--- src/rtl/core/tlt_pkg.sv ---
// Shared constants, types and the arctangent table for the tilt angle pipeline.
package tlt_pkg;

    // Default sample width and number of CORDIC iterations
    localparam int SAMPLE_BITS_DEF  = 16;
    localparam int CORDIC_STEPS_DEF = 16;

    // Operands are aligned so the magnitude MSB sits at bit 39
    localparam int ALIGN_BITS   = 40;
    // X/Y datapath: 2^39 magnitude, CORDIC gain and sqrt(2) growth, plus sign
    localparam int CW           = 43;
    // Angle accumulator in 1/65536 degree, sum of table fits in 24 bits + sign
    localparam int ZW           = 25;
    // Result angle width, 1/64 degree
    localparam int AW           = 15;
    // Angle after dropping the 10 fraction bits of the accumulator
    localparam int RW           = ZW - 10;

    localparam logic [AW-1:0]        QUARTER_TURN = AW'(5760);
    localparam logic signed [ZW-1:0] ROUND_HALF   = ZW'(512);

    // Quadrant codes
    localparam logic [1:0] QUAD_FIRST  = 2'd0;
    localparam logic [1:0] QUAD_SECOND = 2'd1;
    localparam logic [1:0] QUAD_THIRD  = 2'd2;
    localparam logic [1:0] QUAD_FOURTH = 2'd3;

    // One transaction moving down the CORDIC stages
    typedef struct packed {
        logic signed [CW-1:0] x;
        logic signed [CW-1:0] y;
        logic signed [ZW-1:0] z;
        logic [1:0]           quad;
        logic                 num_zero;   // numerator is zero: angle 0
        logic                 den_zero;   // denominator is zero: angle 90 deg
    } cordic_t;

    // atan(2^-i) in 1/65536 degree, rounded to nearest
    function automatic logic signed [ZW-1:0] atan_step(input int unsigned i);
        logic signed [ZW-1:0] t;
        case (i)
            0:       t = 25'sd2949120;
            1:       t = 25'sd1740967;
            2:       t = 25'sd919879;
            3:       t = 25'sd466945;
            4:       t = 25'sd234379;
            5:       t = 25'sd117304;
            6:       t = 25'sd58666;
            7:       t = 25'sd29335;
            8:       t = 25'sd14668;
            9:       t = 25'sd7334;
            10:      t = 25'sd3667;
            11:      t = 25'sd1833;
            12:      t = 25'sd917;
            13:      t = 25'sd458;
            14:      t = 25'sd229;
            15:      t = 25'sd115;
            16:      t = 25'sd57;
            17:      t = 25'sd29;
            18:      t = 25'sd14;
            19:      t = 25'sd7;
            20:      t = 25'sd4;
            21:      t = 25'sd2;
            22:      t = 25'sd1;
            default: t = 25'sd0;
        endcase
        return t;
    endfunction

endpackage

--- src/rtl/core/tlt_sample_if.sv ---
// Handshake channel carrying one three-axis acceleration sample.
interface tlt_sample_if #(
    parameter int SAMPLE_BITS = tlt_pkg::SAMPLE_BITS_DEF
);
    logic                   valid;
    logic                   ready;
    logic [SAMPLE_BITS-1:0] accel_x;
    logic [SAMPLE_BITS-1:0] accel_y;
    logic [SAMPLE_BITS-1:0] accel_z;

    modport source (output valid, output accel_x, output accel_y, output accel_z,
                    input ready);
    modport sink   (input valid, input accel_x, input accel_y, input accel_z,
                    output ready);
endinterface

--- src/rtl/core/tlt_angle_if.sv ---
// Handshake channel carrying one tilt angle result.
interface tlt_angle_if;
    logic        valid;
    logic        ready;
    logic [14:0] tilt_angle;
    logic [1:0]  quadrant;

    modport source (output valid, output tilt_angle, output quadrant, input ready);
    modport sink   (input valid, input tilt_angle, input quadrant, output ready);
endinterface

--- src/rtl/core/tlt_front.sv ---
// Input stage: quadrant choice, magnitudes and CORDIC operand setup.
module tlt_front #(
    parameter int SAMPLE_BITS = tlt_pkg::SAMPLE_BITS_DEF
) (
    input  logic             clk,
    input  logic             rst_n,
    tlt_sample_if.sink       sample,
    output logic             out_valid,
    output tlt_pkg::cordic_t out_data,
    input  logic             out_ready
);
    import tlt_pkg::*;

    localparam int GUARD = ALIGN_BITS - SAMPLE_BITS;

    logic                   x_neg, y_neg, z_neg, x_zero, y_zero;
    logic                   x_ge, x_le, y_ge, y_le;
    logic [SAMPLE_BITS-1:0] mag_x, mag_y, num, den;
    logic [1:0]             quad;
    logic                   valid_reg, valid_next;
    cordic_t                data_reg, data_next;
    logic                   load;

    // Sign and zero tests
    assign x_neg  = sample.accel_x[SAMPLE_BITS-1];
    assign y_neg  = sample.accel_y[SAMPLE_BITS-1];
    assign z_neg  = sample.accel_z[SAMPLE_BITS-1];
    assign x_zero = (sample.accel_x == '0);
    assign y_zero = (sample.accel_y == '0);
    assign x_ge   = !x_neg;
    assign y_ge   = !y_neg;
    assign x_le   = x_neg || x_zero;
    assign y_le   = y_neg || y_zero;

    // Exact magnitudes; the most negative code maps to 2^(SAMPLE_BITS-1)
    assign mag_x = x_neg ? (~sample.accel_x + 1'b1) : sample.accel_x;
    assign mag_y = y_neg ? (~sample.accel_y + 1'b1) : sample.accel_y;

    // Quadrant choice, mirrored when z is not negative; ties by test order
    always_comb
    begin
        if (z_neg)
        begin
            if (x_ge && y_ge)
                quad = QUAD_FIRST;
            else if (x_ge && y_le)
                quad = QUAD_SECOND;
            else if (x_le && y_le)
                quad = QUAD_THIRD;
            else
                quad = QUAD_FOURTH;
        end
        else
        begin
            if (x_le && y_ge)
                quad = QUAD_FIRST;
            else if (x_le && y_le)
                quad = QUAD_SECOND;
            else if (x_ge && y_le)
                quad = QUAD_THIRD;
            else
                quad = QUAD_FOURTH;
        end
    end

    // Operands swap in the second and fourth quadrants
    assign num = quad[0] ? mag_y : mag_x;
    assign den = quad[0] ? mag_x : mag_y;

    always_comb
    begin
        data_next.x        = $signed({{(CW-ALIGN_BITS){1'b0}}, den, {GUARD{1'b0}}});
        data_next.y        = $signed({{(CW-ALIGN_BITS){1'b0}}, num, {GUARD{1'b0}}});
        data_next.z        = '0;
        data_next.quad     = quad;
        data_next.num_zero = (num == '0);
        data_next.den_zero = (den == '0);
    end

    // Stage register with valid bit
    assign sample.ready = !valid_reg || out_ready;
    assign load         = sample.valid && sample.ready;
    assign valid_next   = sample.ready ? sample.valid : valid_reg;

    always_ff @(posedge clk or negedge rst_n)
    begin
        if (!rst_n)
            valid_reg <= 1'b0;
        else
            valid_reg <= valid_next;
    end

    always_ff @(posedge clk)
    begin
        if (load)
            data_reg <= data_next;
    end

    assign out_valid = valid_reg;
    assign out_data  = data_reg;

endmodule

--- src/rtl/core/tlt_cordic_stage.sv ---
// One vectoring CORDIC iteration with its pipeline register.
module tlt_cordic_stage #(
    parameter int STEP = 0
) (
    input  logic             clk,
    input  logic             rst_n,
    input  logic             in_valid,
    input  tlt_pkg::cordic_t in_data,
    output logic             in_ready,
    output logic             out_valid,
    output tlt_pkg::cordic_t out_data,
    input  logic             out_ready
);
    import tlt_pkg::*;

    localparam logic signed [ZW-1:0] ANGLE = atan_step(STEP);

    logic signed [CW-1:0] sh_x, sh_y;
    logic                 valid_reg, valid_next;
    cordic_t              data_reg, data_next;
    logic                 load;

    // Floor shifts of the values from before the step
    assign sh_x = $signed(in_data.x) >>> STEP;
    assign sh_y = $signed(in_data.y) >>> STEP;

    // Rotate toward the x axis
    always_comb
    begin
        data_next = in_data;
        if (!in_data.y[CW-1])
        begin
            data_next.x = in_data.x + sh_y;
            data_next.y = in_data.y - sh_x;
            data_next.z = in_data.z + ANGLE;
        end
        else
        begin
            data_next.x = in_data.x - sh_y;
            data_next.y = in_data.y + sh_x;
            data_next.z = in_data.z - ANGLE;
        end
    end

    // Stage register with valid bit
    assign in_ready   = !valid_reg || out_ready;
    assign load       = in_valid && in_ready;
    assign valid_next = in_ready ? in_valid : valid_reg;

    always_ff @(posedge clk or negedge rst_n)
    begin
        if (!rst_n)
            valid_reg <= 1'b0;
        else
            valid_reg <= valid_next;
    end

    always_ff @(posedge clk)
    begin
        if (load)
            data_reg <= data_next;
    end

    assign out_valid = valid_reg;
    assign out_data  = data_reg;

endmodule

--- src/rtl/core/tlt_back.sv ---
// Output stage: rounding, clamping, special cases and quadrant offset.
module tlt_back (
    input  logic             clk,
    input  logic             rst_n,
    input  logic             in_valid,
    input  tlt_pkg::cordic_t in_data,
    output logic             in_ready,
    tlt_angle_if.source      result
);
    import tlt_pkg::*;

    logic signed [ZW-1:0] z_round;
    logic signed [RW-1:0] z_deg;
    logic [AW-1:0]        inner, offset;
    logic                 valid_reg, valid_next;
    logic [AW-1:0]        angle_reg, angle_next;
    logic [1:0]           quad_reg;
    logic                 load;

    // Round half up to 1/64 degree
    assign z_round = in_data.z + ROUND_HALF;
    assign z_deg   = z_round[ZW-1:10];

    // Clamp between zero and a quarter turn; zero operands are exact
    always_comb
    begin
        if (in_data.num_zero)
            inner = '0;
        else if (in_data.den_zero)
            inner = QUARTER_TURN;
        else if (z_deg[RW-1])
            inner = '0;
        else if (AW'(z_deg) > QUARTER_TURN)
            inner = QUARTER_TURN;
        else
            inner = AW'(z_deg);
    end

    // Quadrant offset
    always_comb
    begin
        case (in_data.quad)
            QUAD_FIRST:  offset = '0;
            QUAD_SECOND: offset = QUARTER_TURN;
            QUAD_THIRD:  offset = AW'(2 * 5760);
            QUAD_FOURTH: offset = AW'(3 * 5760);
            default:     offset = '0;
        endcase
    end

    assign angle_next = inner + offset;

    // Output register
    assign in_ready   = !valid_reg || result.ready;
    assign load       = in_valid && in_ready;
    assign valid_next = in_ready ? in_valid : valid_reg;

    always_ff @(posedge clk or negedge rst_n)
    begin
        if (!rst_n)
            valid_reg <= 1'b0;
        else
            valid_reg <= valid_next;
    end

    always_ff @(posedge clk)
    begin
        if (load)
        begin
            angle_reg <= angle_next;
            quad_reg  <= in_data.quad;
        end
    end

    assign result.valid      = valid_reg;
    assign result.tilt_angle = angle_reg;
    assign result.quadrant   = quad_reg;

endmodule

--- src/rtl/core/tilt_angle_from_acceleration.sv ---
// Top level of the accelerometer tilt angle pipeline.
// Takes one signed (x, y, z) acceleration sample per transaction and returns
// the tilt angle in 1/64 degree (0 to 360 degrees) with the chosen quadrant.
// The signs of x and y pick the quadrant, mirrored when z is not negative;
// the angle inside it is a vectoring CORDIC atan2 of the two magnitudes plus
// a 90 degree step per quadrant. Throughput is one transaction per clock
// while the output takes results. The path holds one input stage, one
// register per CORDIC iteration and one output register. Every stage has
// its own valid bit and loads whenever it is empty or its successor takes
// its content, so bubbles close up and a stalled output does not stop the
// upstream stages until they fill.
module tilt_angle_from_acceleration #(
    parameter int SAMPLE_BITS  = tlt_pkg::SAMPLE_BITS_DEF,
    parameter int CORDIC_STEPS = tlt_pkg::CORDIC_STEPS_DEF
) (
    input  logic        clk,
    input  logic        rst_n,
    tlt_sample_if.sink  sample,
    tlt_angle_if.source result
);
    import tlt_pkg::*;

    logic    st_valid [CORDIC_STEPS+1];
    logic    st_ready [CORDIC_STEPS+1];
    cordic_t st_data  [CORDIC_STEPS+1];

    // Operand setup
    tlt_front #(
        .SAMPLE_BITS (SAMPLE_BITS)
    ) u_front (
        .clk       (clk),
        .rst_n     (rst_n),
        .sample    (sample),
        .out_valid (st_valid[0]),
        .out_data  (st_data[0]),
        .out_ready (st_ready[0])
    );

    // CORDIC iterations, one register stage each
    for (genvar i = 0; i < CORDIC_STEPS; i++)
    begin : g_step
        tlt_cordic_stage #(
            .STEP (i)
        ) u_stage (
            .clk       (clk),
            .rst_n     (rst_n),
            .in_valid  (st_valid[i]),
            .in_data   (st_data[i]),
            .in_ready  (st_ready[i]),
            .out_valid (st_valid[i+1]),
            .out_data  (st_data[i+1]),
            .out_ready (st_ready[i+1])
        );
    end

    // Final angle and output register
    tlt_back u_back (
        .clk      (clk),
        .rst_n    (rst_n),
        .in_valid (st_valid[CORDIC_STEPS]),
        .in_data  (st_data[CORDIC_STEPS]),
        .in_ready (st_ready[CORDIC_STEPS]),
        .result   (result)
    );

endmodule

--- src/flat_wrapper.sv ---
// flat-port wrapper written by rule: the top's interface ports become plain ports
module tilt_angle_from_acceleration_flat import tlt_pkg::*;
#(
    parameter int SAMPLE_BITS  = tlt_pkg::SAMPLE_BITS_DEF,
    parameter int CORDIC_STEPS = tlt_pkg::CORDIC_STEPS_DEF
)
  (clk, rst_n, sample_valid, sample_accel_x, sample_accel_y, sample_accel_z, sample_ready, result_valid, result_tilt_angle, result_quadrant, result_ready);
  tlt_sample_if #(.SAMPLE_BITS(SAMPLE_BITS)) sample_i ();
  tlt_angle_if result_i ();
  input  logic clk;
  input  logic rst_n;
  input wire logic [$bits(sample_i.valid)-1:0] sample_valid;
  input wire logic [$bits(sample_i.accel_x)-1:0] sample_accel_x;
  input wire logic [$bits(sample_i.accel_y)-1:0] sample_accel_y;
  input wire logic [$bits(sample_i.accel_z)-1:0] sample_accel_z;
  output wire logic [$bits(sample_i.ready)-1:0] sample_ready;
  output wire logic [$bits(result_i.valid)-1:0] result_valid;
  output wire logic [$bits(result_i.tilt_angle)-1:0] result_tilt_angle;
  output wire logic [$bits(result_i.quadrant)-1:0] result_quadrant;
  input wire logic [$bits(result_i.ready)-1:0] result_ready;
  assign sample_i.valid = sample_valid;
  assign sample_i.accel_x = sample_accel_x;
  assign sample_i.accel_y = sample_accel_y;
  assign sample_i.accel_z = sample_accel_z;
  assign sample_ready = sample_i.ready;
  assign result_valid = result_i.valid;
  assign result_tilt_angle = result_i.tilt_angle;
  assign result_quadrant = result_i.quadrant;
  assign result_i.ready = result_ready;
  tilt_angle_from_acceleration #(.SAMPLE_BITS(SAMPLE_BITS), .CORDIC_STEPS(CORDIC_STEPS)) u_core (.clk(clk), .rst_n(rst_n), .sample(sample_i), .result(result_i));
endmodule
--- config.mk ---
export PLATFORM = sky130hd
export DESIGN_NAME = tilt_angle_from_acceleration_flat
export DESIGN_NICKNAME = d
export VERILOG_FILES = /design/src/rtl/core/tlt_pkg.sv /design/src/rtl/core/tlt_sample_if.sv /design/src/rtl/core/tlt_angle_if.sv /design/src/rtl/core/tlt_front.sv /design/src/rtl/core/tlt_cordic_stage.sv /design/src/rtl/core/tlt_back.sv /design/src/rtl/core/tilt_angle_from_acceleration.sv /design/src/flat_wrapper.sv
export SDC_FILE = /design/constraint.sdc
export NUM_CORES = 2
export LEC_CHECK = 0
export BUFFER_PORTS_ARGS = -buffer_cell sky130_fd_sc_hd__buf_4
export CORE_MARGIN = 4
export CORE_UTILIZATION = 55
export CTS_CLUSTER_SIZE = 12
export DETAILED_ROUTE_END_ITERATION = 6
export GPL_ROUTABILITY_DRIVEN = 0
export PLACE_DENSITY = 0.71
export SETUP_SLACK_MARGIN = 0.4
export SLEW_MARGIN = 20
export SYNTH_ARGS = -nofsm -noshare
export SYNTH_HDL_FRONTEND = slang
export SYNTH_SLANG_ARGS = --single-unit
--- constraint.sdc ---
create_clock -name clk -period 16.5 [get_ports clk]
set_input_delay 3.3 -clock clk [delete_from_list [all_inputs] [get_ports clk]]
set_output_delay 3.3 -clock clk [all_outputs]
set_load 0.01 [all_outputs]
# After elaboration in Yosys (flattened, before gate mapping)
# Index checks and enable logic that the tools add are counted.
# Widths: inputs -> output; s select.
totals:
  word_cells: 311
  regBits: 1753
  input_bits: 52
  output_inout_bits: 19
classes:
  addsub: 90
  eq_ne: 3
  bitwise_logic: 2
  muxes: 31
  n_lt_le_gt_ge: 1
  reduce_logical: 67
ops:
  columns: ["cell", "count"]
  rows:
  - ["$mux 111", 14]
  - ["$add 43x29->43", 2]
  - ["$add 43x30->43", 2]
  - ["$add 43x31->43", 2]
  - ["$add 43x32->43", 2]
  - ["$add 43x33->43", 2]
  - ["$add 43x34->43", 2]
  - ["$add 43x35->43", 2]
  - ["$add 43x36->43", 2]
  - ["$add 43x37->43", 2]
  - ["$add 43x38->43", 2]
  - ["$add 43x39->43", 2]
  - ["$add 43x40->43", 2]
  - ["$add 43x41->43", 2]
  - ["$sub 43x29->43", 2]
  - ["$sub 43x30->43", 2]
  - ["$sub 43x31->43", 2]
  - ["$sub 43x32->43", 2]
  - ["$sub 43x33->43", 2]
  - ["$sub 43x34->43", 2]
  - ["$sub 43x35->43", 2]
  - ["$sub 43x36->43", 2]
  - ["$sub 43x37->43", 2]
  - ["$sub 43x38->43", 2]
  - ["55 further kinds", 134]

# Logic depth before layout (Yosys ltp)
depth:
  word_depth: 20
  ltp_mapped: 24
  ltp_nobuf: 23

# Hierarchy
# Synthesis repeated with hierarchy kept, for this count alone.
unflattened:
  hier_cells: 19411
  area_unflattened_um2: 177625.4
by_module_without_submodules:
  columns: ["mod", "area_each_um2", "cells_per_inst", "seq_area_each_um2", "instances"]
  rows:
  - ["tlt_cordic_stage (u_core.g_step[0].u_stage)", 11414.7, 1337, 3448.3, 1]
  - ["tlt_cordic_stage (u_core.g_step[2].u_stage)", 11140.7, 1221, 3478.3, 1]
  - ["tlt_cordic_stage (u_core.g_step[3].u_stage)", 11003.1, 1211, 3478.3, 1]
  - ["tlt_cordic_stage (u_core.g_step[11].u_stage)", 10931.7, 1214, 3478.3, 1]
  - ["tlt_cordic_stage (u_core.g_step[9].u_stage)", 10884.2, 1178, 3478.3, 1]
  - ["tlt_cordic_stage (u_core.g_step[8].u_stage)", 10850.4, 1188, 3478.3, 1]
  - ["tlt_cordic_stage (u_core.g_step[4].u_stage)", 10759.1, 1176, 3478.3, 1]
  - ["tlt_cordic_stage (u_core.g_step[7].u_stage)", 10742.8, 1178, 3478.3, 1]
  - ["tlt_cordic_stage (u_core.g_step[12].u_stage)", 10732.8, 1169, 3478.3, 1]
  - ["tlt_cordic_stage (u_core.g_step[6].u_stage)", 10709.0, 1174, 3478.3, 1]
  - ["tlt_cordic_stage (u_core.g_step[5].u_stage)", 10677.7, 1175, 3478.3, 1]
  - ["tlt_cordic_stage (u_core.g_step[1].u_stage)", 10640.2, 1140, 3478.3, 1]
  - ["tlt_cordic_stage (u_core.g_step[15].u_stage)", 10600.2, 1131, 3478.3, 1]
  - ["tlt_cordic_stage (u_core.g_step[10].u_stage)", 10592.7, 1149, 3478.3, 1]
  - ["+4 rows", null, null, null, null]

# Worst setup path before layout
# OpenSTA, ideal clock, no wires.
synth_path:
  path_kind: "in2reg"
  start: "input result_ready"
  end: "register u_core.g_step[7].u_stage.data_reg, in the netlist u_core.g_step[7].u_stage.out_data[0] (enable)"
  cell_stages: 6
  setup_time_ps: 602
  arrival_ps: 8743
  slack_ps: 7155
  path_cell_list: "nor2b_1 nand3_1 nor2_1 nand2_1 nor2_1 nor2b_1"
synth_via:
  elab_chain_len: 11
synth_lines:
  columns: ["element", "line_no", "rtl"]
  rows:
  - ["start, declared", "flat_wrapper.sv:20", "input wire logic [$bits(result_i.ready)-1:0] result_ready;"]
  - ["$logic_or 1x1->1", "tlt_back.sv:54", "assign in_ready = !valid_reg || result.ready;"]
  - ["$logic_or 1x1->1 (9 in a row)", "tlt_cordic_stage.sv:46", "assign in_ready = !valid_reg || out_ready;"]
  - ["$logic_and 1x1->1", "tlt_cordic_stage.sv:47", "assign load = in_valid && in_ready;"]
  - ["named net u_core.g_step[7].u_stage.load", "tlt_cordic_stage.sv:21", "logic load;"]
  - ["end signal, assigned", "tlt_cordic_stage.sv:61", "data_reg <= data_next;"]
  - ["end, declared", "tlt_cordic_stage.sv:20", "cordic_t data_reg, data_next;"]
# The timed path passes the listed nets, and every way through them passes these cells.
# A chain may end at the register's enable or synchronous reset.

# Worst setup path in the final report
layout_path:
  start: "input result_ready"
  end: "output sample_ready"
layout_via:
  elab_chain_len: 18
layout_lines:
  columns: ["element", "line_no", "rtl"]
  rows:
  - ["$logic_or 1x1->1", "tlt_back.sv:54", null]
  - ["$logic_or 1x1->1 (16 in a row)", "tlt_cordic_stage.sv:46", null]
  - ["$logic_or 1x1->1", "tlt_front.sv:81", "assign sample.ready = !valid_reg || out_ready;"]
  - ["end, declared", "flat_wrapper.sv:16", "output wire logic [$bits(sample_i.ready)-1:0] sample_ready;"]
# Every way passes these cells.

==> impl_metrics.toml <==
[grt]
antenna_found_initial = 4
grtUsageTotal_pct = 25.6
grt_pass1_vias = 91500
overflow = 0
grt_max_degree = 87
grt_pass1_wl_mm = 468

[critical_path]
worstSetupEndpointType = "output port"
cp_common_cell = "nand3_1"
rrSetupSlack_ps = 10200
cp.arrival_ps = 6800
worstSetupStartpoint = "result_ready"
cp_max_fo = 5
critPathKind = "in2out"
cp-endpoint = "sample_ready"
cp_slowest_cell = "nor2_1"
crit_path_cell_trace = "buf_4, nor2b_1, nand3_1, nor2_1, nand2_1, nor2_1, and2_1, nand3_1, nor2_1, nand3_1, inv_1, nand3_1, buf_4"
rr_endpoint = "u_core.g_step[5].u_stage.out_data[70]$_DFFE_PP_"
start_kind = "primary input"
crit_path_max_incr_delay_ps = 820
worst-r2r-cell-count = 19
r2r_start = "u_core.g_step[4].u_stage.out_data[89]$_DFFE_PP_"
required_ps = 13200

[yosys]
synth-compound-area-share_pct = 18.2
ys_top_cells_by_area = "edfxtp_1 (36%), ha_1 (14%), xnor2_1 (8.7%)"
synthArstFlopShare_pct = 1.27
synth_top_area_share_pct = 35.9
synth_nets = 13600
synth.most_common_cell = "edfxtp_1"
synth_mux_area_share_pct = 0.744
synth_warnings = 0
avgSynthCellArea_sq_um = 9.56
synth_edf_count = 1402
synth_top_cells_by_count = "edfxtp_1 (1,402), nor2_1 (1,297), ha_1 (1,295)"
synth_simple_gate_area_share_pct = 14.7
ys_seq_elements = 1420
synth_top_family_by_area = "compound AO/OA/AOI/OAI gates"
synth_adder_area_share_pct = 14.4
synth_cells = 12300
yosys.cell_types.count = 108
synth_xor_area_share_pct = 13.7
synth_area_sq_um = 117000
yosysTopAreaCell = "edfxtp_1"
synth_top_flop_cell = "edfxtp_1"
seq_area_frac_synth_pct = 36.3

[outcome]
violations = "DRC"
status = "finished, violations left"

[cells_and_area]
drive_above_1_share_pct = 4.16
n_fill_cell = 17600
nNetsFinal = 13800
multiInputGateArea_sq_um = 72400
largest_register_ff_count = 1349
area_growth_syn_to_layout_pct = 7.80
seq_area_sq_um = 42600

[clocking]
cts_buffers = 163
cts_tree = "done"
post_cts_resize_count = 0
clk_pin_slew_ps = 60
cts_setup_buffers = 0
cts_sinks = 1420
cts.hold.buffers_added = 0
insertion_delay_ps = 840
cts.path.max_buffers = 3
root_buffer = "clkbuf_16"
htreeDepth = 4

[sta]
maxSlewViolCount = 0
fin_tns_setup_ps = 0
finalSetupViolCount = 0
fin_crit_sh_pct = 61.2
timing.fmax_mhz = 99.0
relSlewSlack_pct = 24.3
grt_setup_unrepaired = "false"
hold_viol = 0
worst_slew_pin_slew_ps = 1130
fin_skew_ps = 51.9
min_period_ps = 10100

[detailed_routing]
avgViaCountPerCell = 6.06
wirelength_mm = 293
drt_iter0_markers = 6435
dr.pass1.iters = 7
ant_nets = 0
drc = 2
num_vias = 93000
routedWlPerCell_microns = 19.1

[floorplan]
die_h_microns = 470
num_rows = 169
core_sq_um = 212000
die_w_microns = 470
start_util_pct = 55.3
dieArea_sq_um = 221000
io_pins = 71

[place]
port_buffers = 55
place_hpwl_mm = 235

[flow_run]
drv_cap = 0

[worst_hold_path]
worstHoldPathType = "reg2reg"
hold_depth = 0
[worst max-delay path, delay by kind of cell]
kind	cells	cell delay, ps
buffers and inverters	3	410
AND/OR/NAND/NOR	10	3070
[kinds of logic (layout without fill, tap and decap cells)]
| logic type | after synthesis | count (layout) |
|---|---|---|
| AOI/OAI and AO/OA | 3361 | 3361 |
| xor gates and xnor gates | 1829 | 1829 |
| adders and majority gates | 1327 | 1327 |
| buffers and inverters | 666 | 908 |
| DFF | 1420 | 1420 |
| muxes | 83 | 83 |
| other | 1 | 6 |
| and+or+nand+nor | 3582 | 3582 |
[area by class of cell]
class / instances / share of cell area [%]
sequential: 1420 / 33.6
clock buffer: 209 / 3.43
tap: 2821 / 2.79
timing repair buffer: 111 / 0.679
antenna: 5 / 0.00989
clock inverter: 85 / 0.740
inverter: 503 / 1.49
multi-input combinational: 10200 / 57.2
[placed cells by master (no fill, tap or decap), types with 185 or more instances in the layout]
cell and n:
edfxtp_1 1402, nand2_1 616, xnor2_1 1159, nor2_1 1297, o21a_1 185, a21o_1 489, nand3_1 214, nor3_1 369
inv_1 498, o21ai_0 507, nand2b_1 213, xor2_1 670, a21oi_1 1253, ha_1 1295
[metal layers]
layer / up-vias / global-route usage (%) / wire [microns]
met2: 2855 / 46.5 / 146000
met3: 893 / 3.47 / 14300
met1: 43800 / 28.8 / 115000
met5: - / 0 / 0
li1: 45500 / - / -
met4: 0 / 14.7 / 18300
[stage by stage]
| step | hold slack (ps) | cells | worst slack [ps] | util [%] | instance area [sq um] |
|---|---|---|---|---|---|
| after floorplan | 400 | 12300 | 7160 | - | 117000 |
| after global placement | 401 | 15000 | 6400 | 57.1 | 121000 |
| after detailed placement | 405 | 15000 | 6500 | 57.1 | 121000 |
| after CTS | 406 | 15300 | 6440 | 59.6 | 126000 |
| after global routing | 421 | 15300 | 6080 | 59.6 | 126000 |
| final | 405 | 15300 | 6400 | 59.6 | 126000 |
[worst min-delay path by stage]
stage / start / end / slack (ps)
2_1_floorplan: u_core.u_front.out_data[0]$_DFFE_PP_ / u_core.g_step[0].u_stage.out_data[0]$_DFFE_PP_ / 400
3_3_place_gp: u_core.g_step[13].u_stage.out_data[1]$_DFFE_PP_ / u_core.g_step[14].u_stage.out_data[1]$_DFFE_PP_ / 400
3_5_place_dp: u_core.g_step[12].u_stage.out_data[3]$_DFFE_PP_ / u_core.g_step[13].u_stage.out_data[3]$_DFFE_PP_ / 400
4_1_cts: u_core.g_step[3].u_stage.out_data[2]$_DFFE_PP_ / u_core.g_step[4].u_stage.out_data[2]$_DFFE_PP_ / 410
5_1_grt: u_core.g_step[0].u_stage.out_data[2]$_DFFE_PP_ / u_core.g_step[1].u_stage.out_data[2]$_DFFE_PP_ / 420
6_report: u_core.g_step[3].u_stage.out_data[2]$_DFFE_PP_ / u_core.g_step[4].u_stage.out_data[2]$_DFFE_PP_ / 400
Power is not shown: default switching activity piles up to over one toggle a cycle in this logic, so the estimate is an artifact.
